[src/design/kuf_ram.sv]
// ----------------------------------------------------------------------------
// kuf_ram: generic simple dual-port RAM
// One write port and one read port, read data registered.
// ----------------------------------------------------------------------------
`default_nettype none

module kuf_ram #(
    parameter int WIDTH = 8,
    parameter int DEPTH = 16,
    localparam int AW   = (DEPTH > 1) ? $clog2(DEPTH) : 1
) (
    input  wire logic             clk,
    input  wire logic             we,
    input  wire logic [AW-1:0]    waddr,
    input  wire logic [WIDTH-1:0] wdata,
    input  wire logic [AW-1:0]    raddr,
    output logic      [WIDTH-1:0] rdata
);

    logic [WIDTH-1:0] mem [DEPTH];

    always_ff @(posedge clk)
    begin
        if (we)
        begin
            mem[waddr] <= wdata;
        end
    end

    always_ff @(posedge clk)
    begin
        rdata <= mem[raddr];
    end

endmodule

`default_nettype wire

[config.mk]
export PLATFORM = sky130hd
export DESIGN_NAME = kuf_ram
export DESIGN_NICKNAME = d
export VERILOG_FILES = /design/src/design/kuf_ram.sv
export SDC_FILE = /design/constraint.sdc
export NUM_CORES = 1
export LEC_CHECK = 0
export BUFFER_PORTS_ARGS = -buffer_cell sky130_fd_sc_hd__buf_2
export CAP_MARGIN = 25
export CORE_UTILIZATION = 56
export CTS_CLUSTER_DIAMETER = 200
export DETAILED_ROUTE_END_ITERATION = 16
export PLACE_DENSITY = 0.85
export SLEW_MARGIN = 20
export SYNTH_ARGS = -nofsm -noshare
export SYNTH_HDL_FRONTEND = slang
export SYNTH_SLANG_ARGS = --single-unit
export TNS_END_PERCENT = 1
[constraint.sdc]
create_clock -name clk -period 1.9 [get_ports clk]
set_input_delay 0.19 -clock clk [delete_from_list [all_inputs] [get_ports clk]]
set_output_delay 0.19 -clock clk [all_outputs]
set_load 0.05 [all_outputs]
# Word level (Yosys, flattened, before mapping)
# Memory sizes are Yosys's and may differ from the RTL's. A register that Yosys moved wholly into a read port is not among the register bits.
# Index checks and enable logic that the tools add are counted.
# W data, S select, Z words.
totals:
  rom_bits: 0
  latch_bits: 0
  mem_count: 1
  output_inout_bits: 8
  wordCells: 3
  regBits: 0
  ramBits: 128
memory_table:
  columns: ["name", "words", "width", "read_ports", "rd_ports_with_merged_regs", "write_ports", "line_no", "text"]
  rows:
  - ["mem", 16, 8, 1, 1, 1, "20", "logic [WIDTH-1:0] mem [DEPTH];"]
op_classes:
  n_lt_le_gt_ge: 0
  n_div: 0
  add_sub_neg: 0
  n_mul: 0
  muxes: 2
  n_shift: 0
  reduce_logical: 0
  eq_ne: 0
  bitwise_logic: 0
op_table:
  columns: ["cell", "count"]
  rows:
  - ["$mux W1", 2]

# Logic depth before layout (Yosys ltp)
logic_depth:
  depth_word: 2
  mapped_depth: 5

# Worst setup path before layout
# No wires, ideal clock.
synth_path:
  path_kind: "input to register"
  from: "input port waddr[2]"
  to: "memory mem[0][0] (enable)"
  n_path_buf: 0
  setup_slack_ns: 0.217
  setup_ns: 0.383
  cell_stages: 2
  arrival_time_ns: 1.300
  t_required_ns: 1.517
  path_cell_list: "or3b_2 -> nor3_1"
synth_lines:
  columns: ["item", "line_no", "text"]
  rows:
  - ["start: declaration", "14", "input wire logic [AW-1:0] waddr,"]
  - ["end: declaration", "20", null]
# No word-level cell before the write port.

==> run metrics <==
LEAKAGE 2.078 nW; Crit Path Max Fanout 1; Post-CTS Setup Bufs 0; outcome finished with violations; Period Utilization, post-route 73.56%; Worst setup SP type flop; clk_lat worst skew between 0.5 and 0.6 ns; Die Ht 97.88 µm; largest net degree at the start of global routing 33; crit path DAT 1.79 ns; yosys warns 0; Register Area 0.004004 mm²; Rows 34; total global-route track usage a little under a quarter; first-pass detailed-route iteration total 10; GR Overflow Total 0; Combinational Power Share ~5.5%; post-CTS sizing 0; Reg clk slew, reported paths around 0.06 ns; met3 WL about 900 µm; Hold Vio Cnt, Final 0; Setup TNS 0 ns; switch share between 20% and 30%; PortBufs 25; DRC Markers 2; final setup fails 0; die width 97.88 µm; vias in the first global route 2657; fill count 520; number of clock sinks 136; clk buf depth 2; CTS Buf Count 17; Setup CP Type reg2reg; VDD IR max approximately 0.00073 V; Critical Path End Type flop; min-delay worst type in2reg; Psw ~1.4 mW; post-detailed-route wirelength per cell approximately 25 µm; Tmin final roughly 1.4 ns; Post-DP HPWL 6020 µm; ratio of cells with drive above 1 in the final layout between 30% and 40%; synthesized area per cell 22.48 µm²; Die ar. around 0.0096 mm²; Cell Area, Synth around 0.0051 mm²; Placeable Area about 0.009 mm²; fmax around 0.72 GHz; Cells after Synth 229; vias approximately 2500; sequential cell area fraction in the yosys report 77.78%; WL final around 10000 µm; Seq cells post-synth between 100 and 150; M1 WL 3954 µm; CP required around 2.3 ns; placer congestion estimate between 0.7 and 0.8; Met2 Wirelength ~5100 µm; Seq pwr share 48.9%; ANT cells 0; DRT iter0 DRCs about 230; initial antenna violation count 0; effective utilization at floorplan around three fifths; Detail Route Antenna Nets 0; first-pass GRT wire length about 16000 µm; failing checks DRC; Fin Clk Skew 0.005268 ns; final hold slack about 0.062 ns; Synth-to-Final Area Change 17.82%; number of max-cap violations 0; synthesized net count between 200 and 250; CTS Root Cell clkbuf_8; pwr dens 1140 mW/mm²; Pins Over Slew Limit 0; Vias/cell 6.177; slew margin rel. between 50% and 60%; Pint 5.477 mW; Worst Tran Pin Value between 0.6 and 0.7 ns; RSZ-0062 raised after global routing no; Clk pwr share between 40% and 50%; Hold Buf Count CTS 0; CTS tree yes; Final #Nets 300; DR top layer met4; H-tree levels 4; I/O pin cnt 26; Synth cell types 19; Multi-input gate area ~0.0011 mm²
layer usage:
metal  vias up  GRT usage, %
li1       1077             -
met5         -             0
met2       152         37.43
met4         0         10.72
met1      1236         31.22
met3        18         5.727
cells in the final DEF (no fill, tap or decap), types with 3 or more instances in the layout:
master | netlist | final
mux4_2 | 18 | 18
nand2_1 | 9 | 9
clkinvlp_4 | 0 | 3
dfxtp_1 | 8 | 8
bufinv_16 | 0 | 3
buf_4 | 1 | 17
nor2_1 | 13 | 13
edfxtp_1 | 128 | 128
buf_2 | 3 | 25
mux4_1 | 14 | 14
clkinv_2 | 0 | 3
nor3_1 | 4 | 4
clkinv_4 | 0 | 3
a22oi_1 | 16 | 16
clkbuf_16 | 0 | 16
cells in the mapped netlist (all sizes together):
cell type      count  area share [%]
or3b               1            0.17
a22oi             16             2.3
buf                7             1.1
and2               1            0.12
nor3               4            0.39
and2b              1            0.15
nand2              9            0.66
edfxtp           128              75
nand3              1           0.097
dfxtp              8             3.1
nand3b             2            0.29
nor2b              1            0.12
clkdlybuf4s25      3            0.58
nand2b             2            0.24
mux4              32              15
nor2              13            0.95
power groups by stage:
stage	Combinational, mW	Sequential [mW]	Clock [mW]
after CTS	0.381	3.38	3.18
after global routing	0.403	3.38	3.30
after detailed placement	0.375	3.44	0
after floorplan	0.170	3.50	0
final	0.379	3.38	3.15
after global placement	0.363	3.44	0
final cells by class:
type	instances	share of cell area, %
sequential	136	66.02
multi-input combinational	83	17.43
clock buffer	19	6.953
timing repair buffer	44	4.828
clock inverter	12	2.538
tap	108	2.228
worst max-delay path, stage by stage, from the launching register on:
cell and delay, ns:
edfxtp_1 0.37, mux4_1 0.52, a22oi_1 0.31, nand2_1 0.09
sequential cells by signal (all words and copies together) (netlist names):
register and cells:
mem 128, rdata 8
kinds of logic after synthesis:
logic type	share of synthesized area (%)
and+or+nand+nor	3.184
buffers and inverters	1.677
DFF	77.78
AOI/OAI and AO/OA	2.334
muxes	15.02
per-stage QoR:
stage	cells	util (%)	total power [mW]	setup WS, ns	cell area (µm²)
CTS	402	68.87	6.947	0.5113	6065
finish	402	68.87	6.911	0.5024	6065
detailed placement	371	62.33	3.815	0.2378	5489
global placement	371	62.33	3.800	0.2523	5489
floorplan	229	-	3.672	0.2171	5147
global route	402	68.87	7.087	0.4008	6065
final timing paths:
kind	from	to	cells past startpoint	slack, ns
hold / removal	wdata[7]	mem[10][7]	1	0.06
setup reg to reg	mem[9][4]	rdata[4]	3	0.50
setup / recovery	mem[9][4]	rdata[4]	3	0.50
hold reg to reg	mem[13][5]	rdata[5]	3	0.68
Note: power is estimated with default switching activity, not from simulation.
