<file path="config.mk">
export PLATFORM = sky130hd
export DESIGN_NAME = kuf_total
export DESIGN_NICKNAME = d
export VERILOG_FILES = /design/src/design/kuf_pkg.sv /design/src/design/kuf_total.sv
export SDC_FILE = /design/constraint.sdc
export NUM_CORES = 1
export LEC_CHECK = 0
export ABC_CLOCK_PERIOD_IN_PS = 4700
export BUFFER_PORTS_ARGS = -buffer_cell sky130_fd_sc_hd__buf_2
export CAP_MARGIN = 40
export CELL_PAD_IN_SITES_DETAIL_PLACEMENT = 1
export CELL_PAD_IN_SITES_GLOBAL_PLACEMENT = 2
export CORE_ASPECT_RATIO = 0.6
export CORE_MARGIN = 2
export CORE_UTILIZATION = 36
export CTS_BUF_LIST = sky130_fd_sc_hd__clkbuf_16
export CTS_CLUSTER_SIZE = 28
export DETAILED_ROUTE_END_ITERATION = 10
export GPL_TIMING_DRIVEN = 1
export PLACE_DENSITY_LB_ADDON = 0.3
export SYNTH_ARGS = -nofsm -noshare
export SYNTH_HDL_FRONTEND = slang
export SYNTH_SLANG_ARGS = --single-unit
</file>
<file path="constraint.sdc">
create_clock -name clk -period 4.7 [get_ports clk]
set_input_delay 0 -clock clk [delete_from_list [all_inputs] [get_ports clk]]
set_output_delay 0 -clock clk [all_outputs]
set_load 0.02 [all_outputs]
</file>
<file path="src/design/kuf_pkg.sv">
// ----------------------------------------------------------------------------
// kuf_pkg: shared definitions for the union-find edge filter
// Field widths, stream word layout and the accumulator command type.
// ----------------------------------------------------------------------------
`default_nettype none

package kuf_pkg;

    localparam int EP_W         = 10;
    localparam int WEIGHT_W     = 32;
    localparam int TOTAL_W      = 48;
    localparam int VERTICES_DEF = 1024;

    // Input word: endpoint_a, endpoint_b, edge_weight, padded to whole bytes.
    localparam int IN_BITS     = 2 * EP_W + WEIGHT_W;
    localparam int IN_TDATA_W  = ((IN_BITS + 7) / 8) * 8;
    localparam int A_LSB       = 0;
    localparam int B_LSB       = EP_W;
    localparam int W_LSB       = 2 * EP_W;

    // Output word: edge_taken, tree_weight, padded to whole bytes.
    localparam int OUT_BITS    = 1 + TOTAL_W;
    localparam int OUT_TDATA_W = ((OUT_BITS + 7) / 8) * 8;

    typedef struct packed {
        logic                add;
        logic [WEIGHT_W-1:0] weight;
    } acc_cmd_t;

endpackage

`default_nettype wire

</file>
<file path="src/design/kuf_total.sv">
// ----------------------------------------------------------------------------
// kuf_total: saturating running total of taken edge weights
// Adds one weight per command and clamps at the largest 48-bit value.
// ----------------------------------------------------------------------------
`default_nettype none

module kuf_total (
    input  wire logic                    clk,
    input  wire logic                    rst_n,
    input  wire kuf_pkg::acc_cmd_t       cmd,
    output logic [kuf_pkg::TOTAL_W-1:0]  total
);

    logic [kuf_pkg::TOTAL_W-1:0] total_reg;
    logic [kuf_pkg::TOTAL_W-1:0] total_next;
    logic [kuf_pkg::TOTAL_W:0]   sum;

    always_comb
    begin
        sum = {1'b0, total_reg} + (kuf_pkg::TOTAL_W + 1)'(cmd.weight);
        total_next = total_reg;
        if (cmd.add)
        begin
            // A carry out of the top bit means the sum passed the maximum.
            total_next = sum[kuf_pkg::TOTAL_W] ? '1 : sum[kuf_pkg::TOTAL_W-1:0];
        end
    end

    always_ff @(posedge clk or negedge rst_n)
    begin
        if (!rst_n)
        begin
            total_reg <= '0;
        end
        else
        begin
            total_reg <= total_next;
        end
    end

    assign total = total_reg;

endmodule

`default_nettype wire

</file>
# == Yosys cells after proc, flatten, opt, wreduce, memory -nomap -nowiden ==
# Index checks and enable logic that the tools add are counted.
# totals
regBits,48
ramBits,0
elab_cells,3
romBits,0
latchBits,0
memories,0
in_bits,35
# op_classes
muxes,1
n_reduce_logical,0
n_bitwise,0
div,0
n_shift,0
mul,0
magnitude_cmp,0
eq_ne,0
n_addsub,1
# ops
op,count
48-bit by 32-bit adder with 49-bit output,1
48-bit 2-to-1 mux,1

# == Longest topological paths before layout ==
# Gate-level depths: netlist of run 1.
# depth
depth_word,2
ltp_mapped,11
depth_no_buf,10

# == Worst setup path after synthesis of run 1 ==
# No wires, ideal clock.
# synth_timing
path_kind,register -> register
startpoint,"reg total_reg, in the netlist total[0]"
endpoint,"reg total_reg, in the netlist total[46]"
arrival_time_ps,2771
required_ps,4573
setup_ps,127
path_stages_with_launch,12
synth_period_minus_slack_ps,2898
slack_ps,1802
path_cell_list,dfrtp_1 -> ha_1 -> fa_1 -> a21oi_1 -> nand4b_4 -> a2111oi_4 -> o31ai_4 -> a211oi_4 -> nor3_4 -> buf_4 -> o21ai_0 -> mux2_1
# synth_via
elab_chain_len,2
# synth_rtl
item,line_no,source
start: declaration,kuf_total.sv:14,logic [kuf_pkg::TOTAL_W-1:0] total_reg;
start signal: assignment,kuf_total.sv:37,total_reg <= total_next;
48-bit by 32-bit adder with 49-bit output,kuf_total.sv:20,"sum = {1'b0, total_reg} + (kuf_pkg::TOTAL_W + 1)'(cmd.weight);"
48-bit 2-to-1 mux,kuf_total.sv:25,total_next = sum[kuf_pkg::TOTAL_W] ? '1 : sum[kuf_pkg::TOTAL_W-1:0];
# No other way between the ends.
# A chain may end at the register's enable or synchronous reset.

# == Worst setup path after layout of run 1 ==
# layout_timing
startpoint,"reg total_reg, in the netlist total[0]"
endpoint,"reg total_reg, in the netlist total[20]"
# Same word-level chain as after synthesis.

==> flow_metrics.tcl, run 1 <==
set metrics [dict create \
    outcome "finished clean" \
    power_density_mw_per_mm2 734 \
    cp-startpoint "total[0]$_DFFE_PN0P_" \
    synth_area_mm2 0.00390 \
    hp-class "input port to flop" \
    die_h_um 84.6 \
    rows 29 \
    fin_cells 640 \
    gr-total-overflow 0 \
    antenna_found_initial 0 \
    worstPathArrival_ps 3780 \
    vias 3645 \
    fin_crit_ps 3550 \
    synthCells 428 \
    route.detailed.drc 0 \
    cp-endpoint "total[20]$_DFFE_PN0P_" \
    hp-start "cmd[0]" \
    dp_cells 632 \
    avgSynthCellArea_um2 9.11 \
    tns_ps 0 \
    ant_nets 0 \
    ys_ff_latch 48 \
    drt_pass1_iterations 4 \
    nets 569 \
    htree_levels 2 \
    clkTransAtPathRegs_ps 70 \
    synth_edf_count 0 \
    grt_pass1_vias 3653 \
    clock_latency_ps 300 \
    syn_nets 496 \
    yosysWarnings 0 \
    drive_gt1_share_pct 21.8 \
    clkSinkCount 48 \
    ir_drop_mv 0.298 \
    critPathTopFamily "compound AO/OA/AOI/OAI gates" \
    setup_violations 0 \
    yosysTopAreaCell "dfrtp_1" \
    worstRegToRegCells 12 \
    cts_tree "built" \
    power.leakage_nw 2.08 \
    initial_core_util_pct 36.9 \
    diodes 0 \
    slew_viol_final 0 \
    gp_congestion 0.870 \
    synth_top_area_share_pct 30.8 \
    tightest_slew_ps 848 \
    yosysMostFrequentCell "dfrtp_1" \
    dieArea_mm2 0.0117 \
    grt_max_degree 49 \
    die_x_um 138 \
    path_cells "ha_1, fa_1, a21oi_1, nand4b_4, a2111oi_4, o31ai_4, a211oi_4, nor3_4, buf_4, o31ai_4, buf_4, o22a_1" \
    grt_pass1_wl_um 19500 \
    area.growth.synth_to_final_pct 18.1 \
    clockBufferDepth 2 \
    num_io_pins 83 \
    hold_violations 0 \
    root_buffer "clkbuf_16" \
    synth.distinct_cells 56 \
    drv_cap 0 \
    path_buf_inv 2 \
    crit_type "flop to flop" \
    drt-total-wl_um 11700 \
    cts_repair_resize_count 0 \
    max_slew_margin_pct 43.5 \
    track_usage_pct 20.5 \
    routed_via_density 5.70 \
    synth_area_leaders "dfrtp_1 31%, ha_1 10%, o22a_1 6.7%" \
    fmax_mhz 282 \
    cts_made_buffers 5 \
    cp_max_fo 18 \
    reg2reg_from "total[0]$_DFFE_PN0P_" \
    synth_seq_area_share_pct 30.8 \
    r2r_setup_slack_ps 1150 \
    crit_path_end_kind "flop" \
    fin_area_mm2 0.00461 \
    coreArea_mm2 0.0106 \
    critPathRequiredTime_ps 4930 \
    cp_slowest_cell "o31ai_4" \
    drtIter0Drc 257 \
    cp.depth 12 \
    synth-async-reset-ratio_pct 100 \
    wl_per_cell_um 18.2 \
    cp-start-kind "flop" \
    holdPathStages 3 \
    fin_skew_ps 9.41 \
    synth_top_cells_by_count "48 x dfrtp_1, 34 x a21oi_1, 32 x ha_1" \
    hpwlAfterDp_um 8990 \
    placed_area_mm2 0.00441 \
    r2r-end "total[20]$_DFFE_PN0P_" \
    largest_reg_flops 48 \
    rsz0062_at_grt "no" \
    timing.final.crit_share_pct 75.5 \
    portBuffers 82 \
    synthFlopType "dfrtp_1" \
    slowest_delay_ps 600 \
]
-- layer usage --
metal | vias to the layer above | wire (um) | GRT usage [%]
li1 | 1759 | - | -
met1 | 1812 | 6540 | 32.3
met2 | 70 | 4630 | 29.7
met3 | 4 | 451 | 3.59
met4 | 0 | 42 | 2.78
met5 | - | 0 | 0
-- timing repair --
action,in CTS,in global routing
endpoints found under the hold margin,48,0
setup buffers,0,0
hold buffers,1,0
-- per-stage QoR --
step	setup WS [ps]	total power, mW	hold WS, ps	util, %
finish	1150	3.38	53.9	43.6
global route	908	3.65	96.3	43.6
CTS	1120	3.39	38.9	43.6
detailed placement	1170	2.90	167	41.8
global placement	1260	2.85	159	41.7
floorplan	1800	2.32	-296	-
-- cell families after synthesis --
kind of cell | count (synthesis) | share of synthesized area (%)
flip-flops | 48 | 30.8
adder cells (fa/ha/maj) | 33 | 10.8
buffers and inverters | 29 | 3.46
AO/OA/AOI/OAI | 150 | 27.9
AND/OR/NAND/NOR | 128 | 17.3
XOR/XNOR | 27 | 6.06
multiplexers | 13 | 3.72
-- tightest hold or removal path, stage by stage --
cell    delay [ps]
buf_2           90
ha_1           130
o22a_1         110
-- cell usage in the layout, fill, tap and decap left out, types with 10 or more instances in the layout --
| master | count |
|---|---|
| a21o_1 | 19 |
| a21oi_1 | 34 |
| buf_2 | 82 |
| dfrtp_1 | 48 |
| ha_1 | 32 |
| nand2_1 | 28 |
| nand3_1 | 22 |
| nand4_1 | 12 |
| nor2_1 | 25 |
| o21ai_0 | 15 |
| o21ai_1 | 13 |
| o22a_1 | 30 |
| xnor2_1 | 17 |
| xor2_1 | 10 |
-- how the worst min path moves through the flow --
stage	to	slack, ps
6_report	total[0]$_DFFE_PN0P_	50
5_1_grt	total[0]$_DFFE_PN0P_	100
4_1_cts	total[0]$_DFFE_PN0P_	40
3_5_place_dp	total[8]$_DFFE_PN0P_	170
3_3_place_gp	total[8]$_DFFE_PN0P_	160
2_1_floorplan	total[0]$_DFFE_PN0P_	-300
-- power breakdown --
group	switching (mW)	internal, mW	total [mW]
logic	1.31	0.875	2.18
clock network	0.172	0.303	0.474
registers	0.149	0.574	0.723
total	1.63	1.75	3.38
-- area by class of cell --
type	instances	area, um^2
flip-flops and latches	48	1200
clock inverters	2	60.1
fillers	1265	5950
multi-input cells	351	2560
well taps	139	174
clock buffers	5	125
repair buffers	87	453
inverters	8	30.0
(Power assumes the default switching activity.)
==> inputs of run 2 (changes only) <==
--- a/config.mk
+++ b/config.mk
@@ -5,14 +5,14 @@
 export SDC_FILE = /design/constraint.sdc
 export NUM_CORES = 1
 export LEC_CHECK = 0
-export ABC_CLOCK_PERIOD_IN_PS = 4700
+export ABC_CLOCK_PERIOD_IN_PS = 3700
 export BUFFER_PORTS_ARGS = -buffer_cell sky130_fd_sc_hd__buf_2
 export CAP_MARGIN = 40
 export CELL_PAD_IN_SITES_DETAIL_PLACEMENT = 1
 export CELL_PAD_IN_SITES_GLOBAL_PLACEMENT = 2
 export CORE_ASPECT_RATIO = 0.6
 export CORE_MARGIN = 2
-export CORE_UTILIZATION = 36
+export CORE_UTILIZATION = 33
 export CTS_BUF_LIST = sky130_fd_sc_hd__clkbuf_16
 export CTS_CLUSTER_SIZE = 28
 export DETAILED_ROUTE_END_ITERATION = 10
==> constraint.sdc (replaced) <==
create_clock -name clk -period 3.7 [get_ports clk]
set_input_delay 0 -clock clk [delete_from_list [all_inputs] [get_ports clk]]
set_output_delay 0 -clock clk [all_outputs]
set_load 0.02 [all_outputs]
==> run 2 against run 1 <==
Against the previous run: global-route usage fell by 0.95 points; die area rose by 8.7%; via count fell by 1.3%; sequential power rose by 26%; total power rose by 24%; utilization fell by 3.2 points; final cell count rose by 3.9%; worst hold slack improved by 6.7 ps; first-iteration DRC count fell by 33%; clock power fell by 1%; clock skew fell by 1.3 ps; largest power group unchanged.
==> flow_metrics.tcl, run 2 (synthesis gave the netlist of run 1 again) <==
set metrics [dict create \
    path_common_cell "o31ai_4" \
    power_density_mw_per_mm2 908 \
    gr-total-overflow 0 \
    cts_tree "built" \
    cts_made_buffers 5 \
    num_io_pins 83 \
    wl_met1_um 6830 \
    rows 30 \
    hp-class "input port to flop" \
    coreArea_mm2 0.0114 \
    routed_via_density 5.41 \
    hp-start "cmd[0]" \
    final_cell_mix "82 x buf_2, 48 x dfrtp_1, 34 x a21oi_1" \
    ant_nets 0 \
    cp_max_fo 30 \
    max_slew_margin_pct 54.1 \
    antenna_found_initial 0 \
    cp_slowest_cell "a2111oi_4" \
    largest_reg_flops 48 \
    htree_levels 2 \
    clkSinkCount 48 \
    fin_area_mm2 0.00461 \
    fin_skew_ps 8.10 \
    drt_pass1_iterations 4 \
    portBuffers 82 \
    route.met3.wl_um 640 \
    route.detailed.drc 0 \
    cp-start-kind "flop" \
    path_cells "ha_1, fa_1, a21oi_1, nand4b_4, a2111oi_4, o31ai_4, a211oi_4, nor3_4, o31ai_4, buf_4, o22a_1" \
    grt_pass1_vias 3651 \
    drv_cap 0 \
    initial_core_util_pct 34.2 \
    nets 572 \
    fin_crit_ps 3160 \
    drive_gt1_share_pct 22.0 \
    dieArea_mm2 0.0127 \
    setup_violations 0 \
    critPathRequiredTime_ps 3930 \
    area.growth.synth_to_final_pct 18.2 \
    diodes 0 \
    highest-signal-layer "met4" \
    rsz0062_at_grt "no" \
    die_h_um 88.2 \
    final_common_cell "buf_2" \
    ir_drop_mv 0.288 \
    hold_violations 0 \
    drt-total-wl_um 12200 \
    drtIter0Drc 171 \
    clkTransAtPathRegs_ps 70 \
    slowest_delay_ps 460 \
    grt_max_degree 49 \
    reg2reg_from "total[0]$_DFFE_PN0P_" \
    power.leakage_nw 2.07 \
    gp_congestion 0.796 \
    fmax_mhz 316 \
    cp-startpoint "total[0]$_DFFE_PN0P_" \
    hold_ws_ps 60.6 \
    root_buffer "clkbuf_16" \
    slew_viol_final 0 \
    worstPathArrival_ps 3390 \
    placed_area_mm2 0.00446 \
    postCtsSetupBuffers 0 \
    outcome "finished clean" \
    timing.final.crit_share_pct 85.4 \
    wl_per_cell_um 18.3 \
    track_usage_pct 19.6 \
    crit_type "flop to flop" \
    hpwlAfterDp_um 9370 \
    vias 3599 \
    tightest_slew_ps 688 \
    grt_pass1_wl_um 19400 \
    tns_ps 0 \
    clockBufferDepth 2 \
    dr_wl_met2_um 4680 \
    crit_path_end_kind "flop" \
    die_x_um 144 \
    clock_latency_ps 290 \
]
run 2: layout make-up:
| type | count | area (um^2) |
|---|---|---|
| Fill cell | 1389 | 6800 |
| Multi-Input combinational cell | 351 | 2560 |
| Sequential cell | 48 | 1200 |
| Timing Repair Buffer | 90 | 473 |
| Tap cell | 160 | 200 |
| Clock buffer | 5 | 125 |
| Inverter | 8 | 30.0 |
| Clock inverter | 3 | 15.0 |
run 2: per-layer routing:
metal	GRT usage, %	vias to the layer above
li1	-	1774
met1	31.1	1743
met2	27.5	78
met3	3.94	4
met4	2.47	0
met5	0	-
run 2: what timing repair did:
action                                 4_1_cts  5_1_grt
endpoints found under the hold margin       48        0
gates resized for setup                      0        0
hold buffers                                 1        0
run 2: metrics by stage:
step | total power, mW | instances | worst slack [ps] | util (%)
final | 4.19 | 665 | 540 | 40.4
after global routing | 4.53 | 665 | 340 | 40.4
after floorplan | 2.94 | 428 | 802 | -
after CTS | 4.19 | 665 | 520 | 40.4
after global placement | 3.64 | 656 | 638 | 39.1
after detailed placement | 3.71 | 656 | 571 | 39.1
run 2: worst paths after layout:
check / to / cells past startpoint / slack (ps)
min: total[0]$_DFFE_PN0P_ / 3 / 60
max reg2reg: total[23]$_DFFE_PN0P_ / 11 / 540
max in group asynchronous: total[42]$_DFFE_PN0P_ / 3 / 2860
max: total[23]$_DFFE_PN0P_ / 11 / 540
min in group asynchronous: total[18]$_DFFE_PN0P_ / 3 / 360
min reg2reg: total[25]$_DFFE_PN0P_ / 1 / 530
run 2: critical path: cells and delay by family (launching register included):
kind / cells / cell delay (ps)
buffers and inverters: 1 / 390
flip-flops: 1 / 380
adder cells (fa/ha/maj): 2 / 490
AO/OA/AOI/OAI: 6 / 1500
AND/OR/NAND/NOR: 2 / 320
run 2: report_power, final:
group	switching (mW)	internal (mW)
Combinational	1.69	1.12
Sequential	0.180	0.729
Clock	0.220	0.247
Total	2.09	2.10
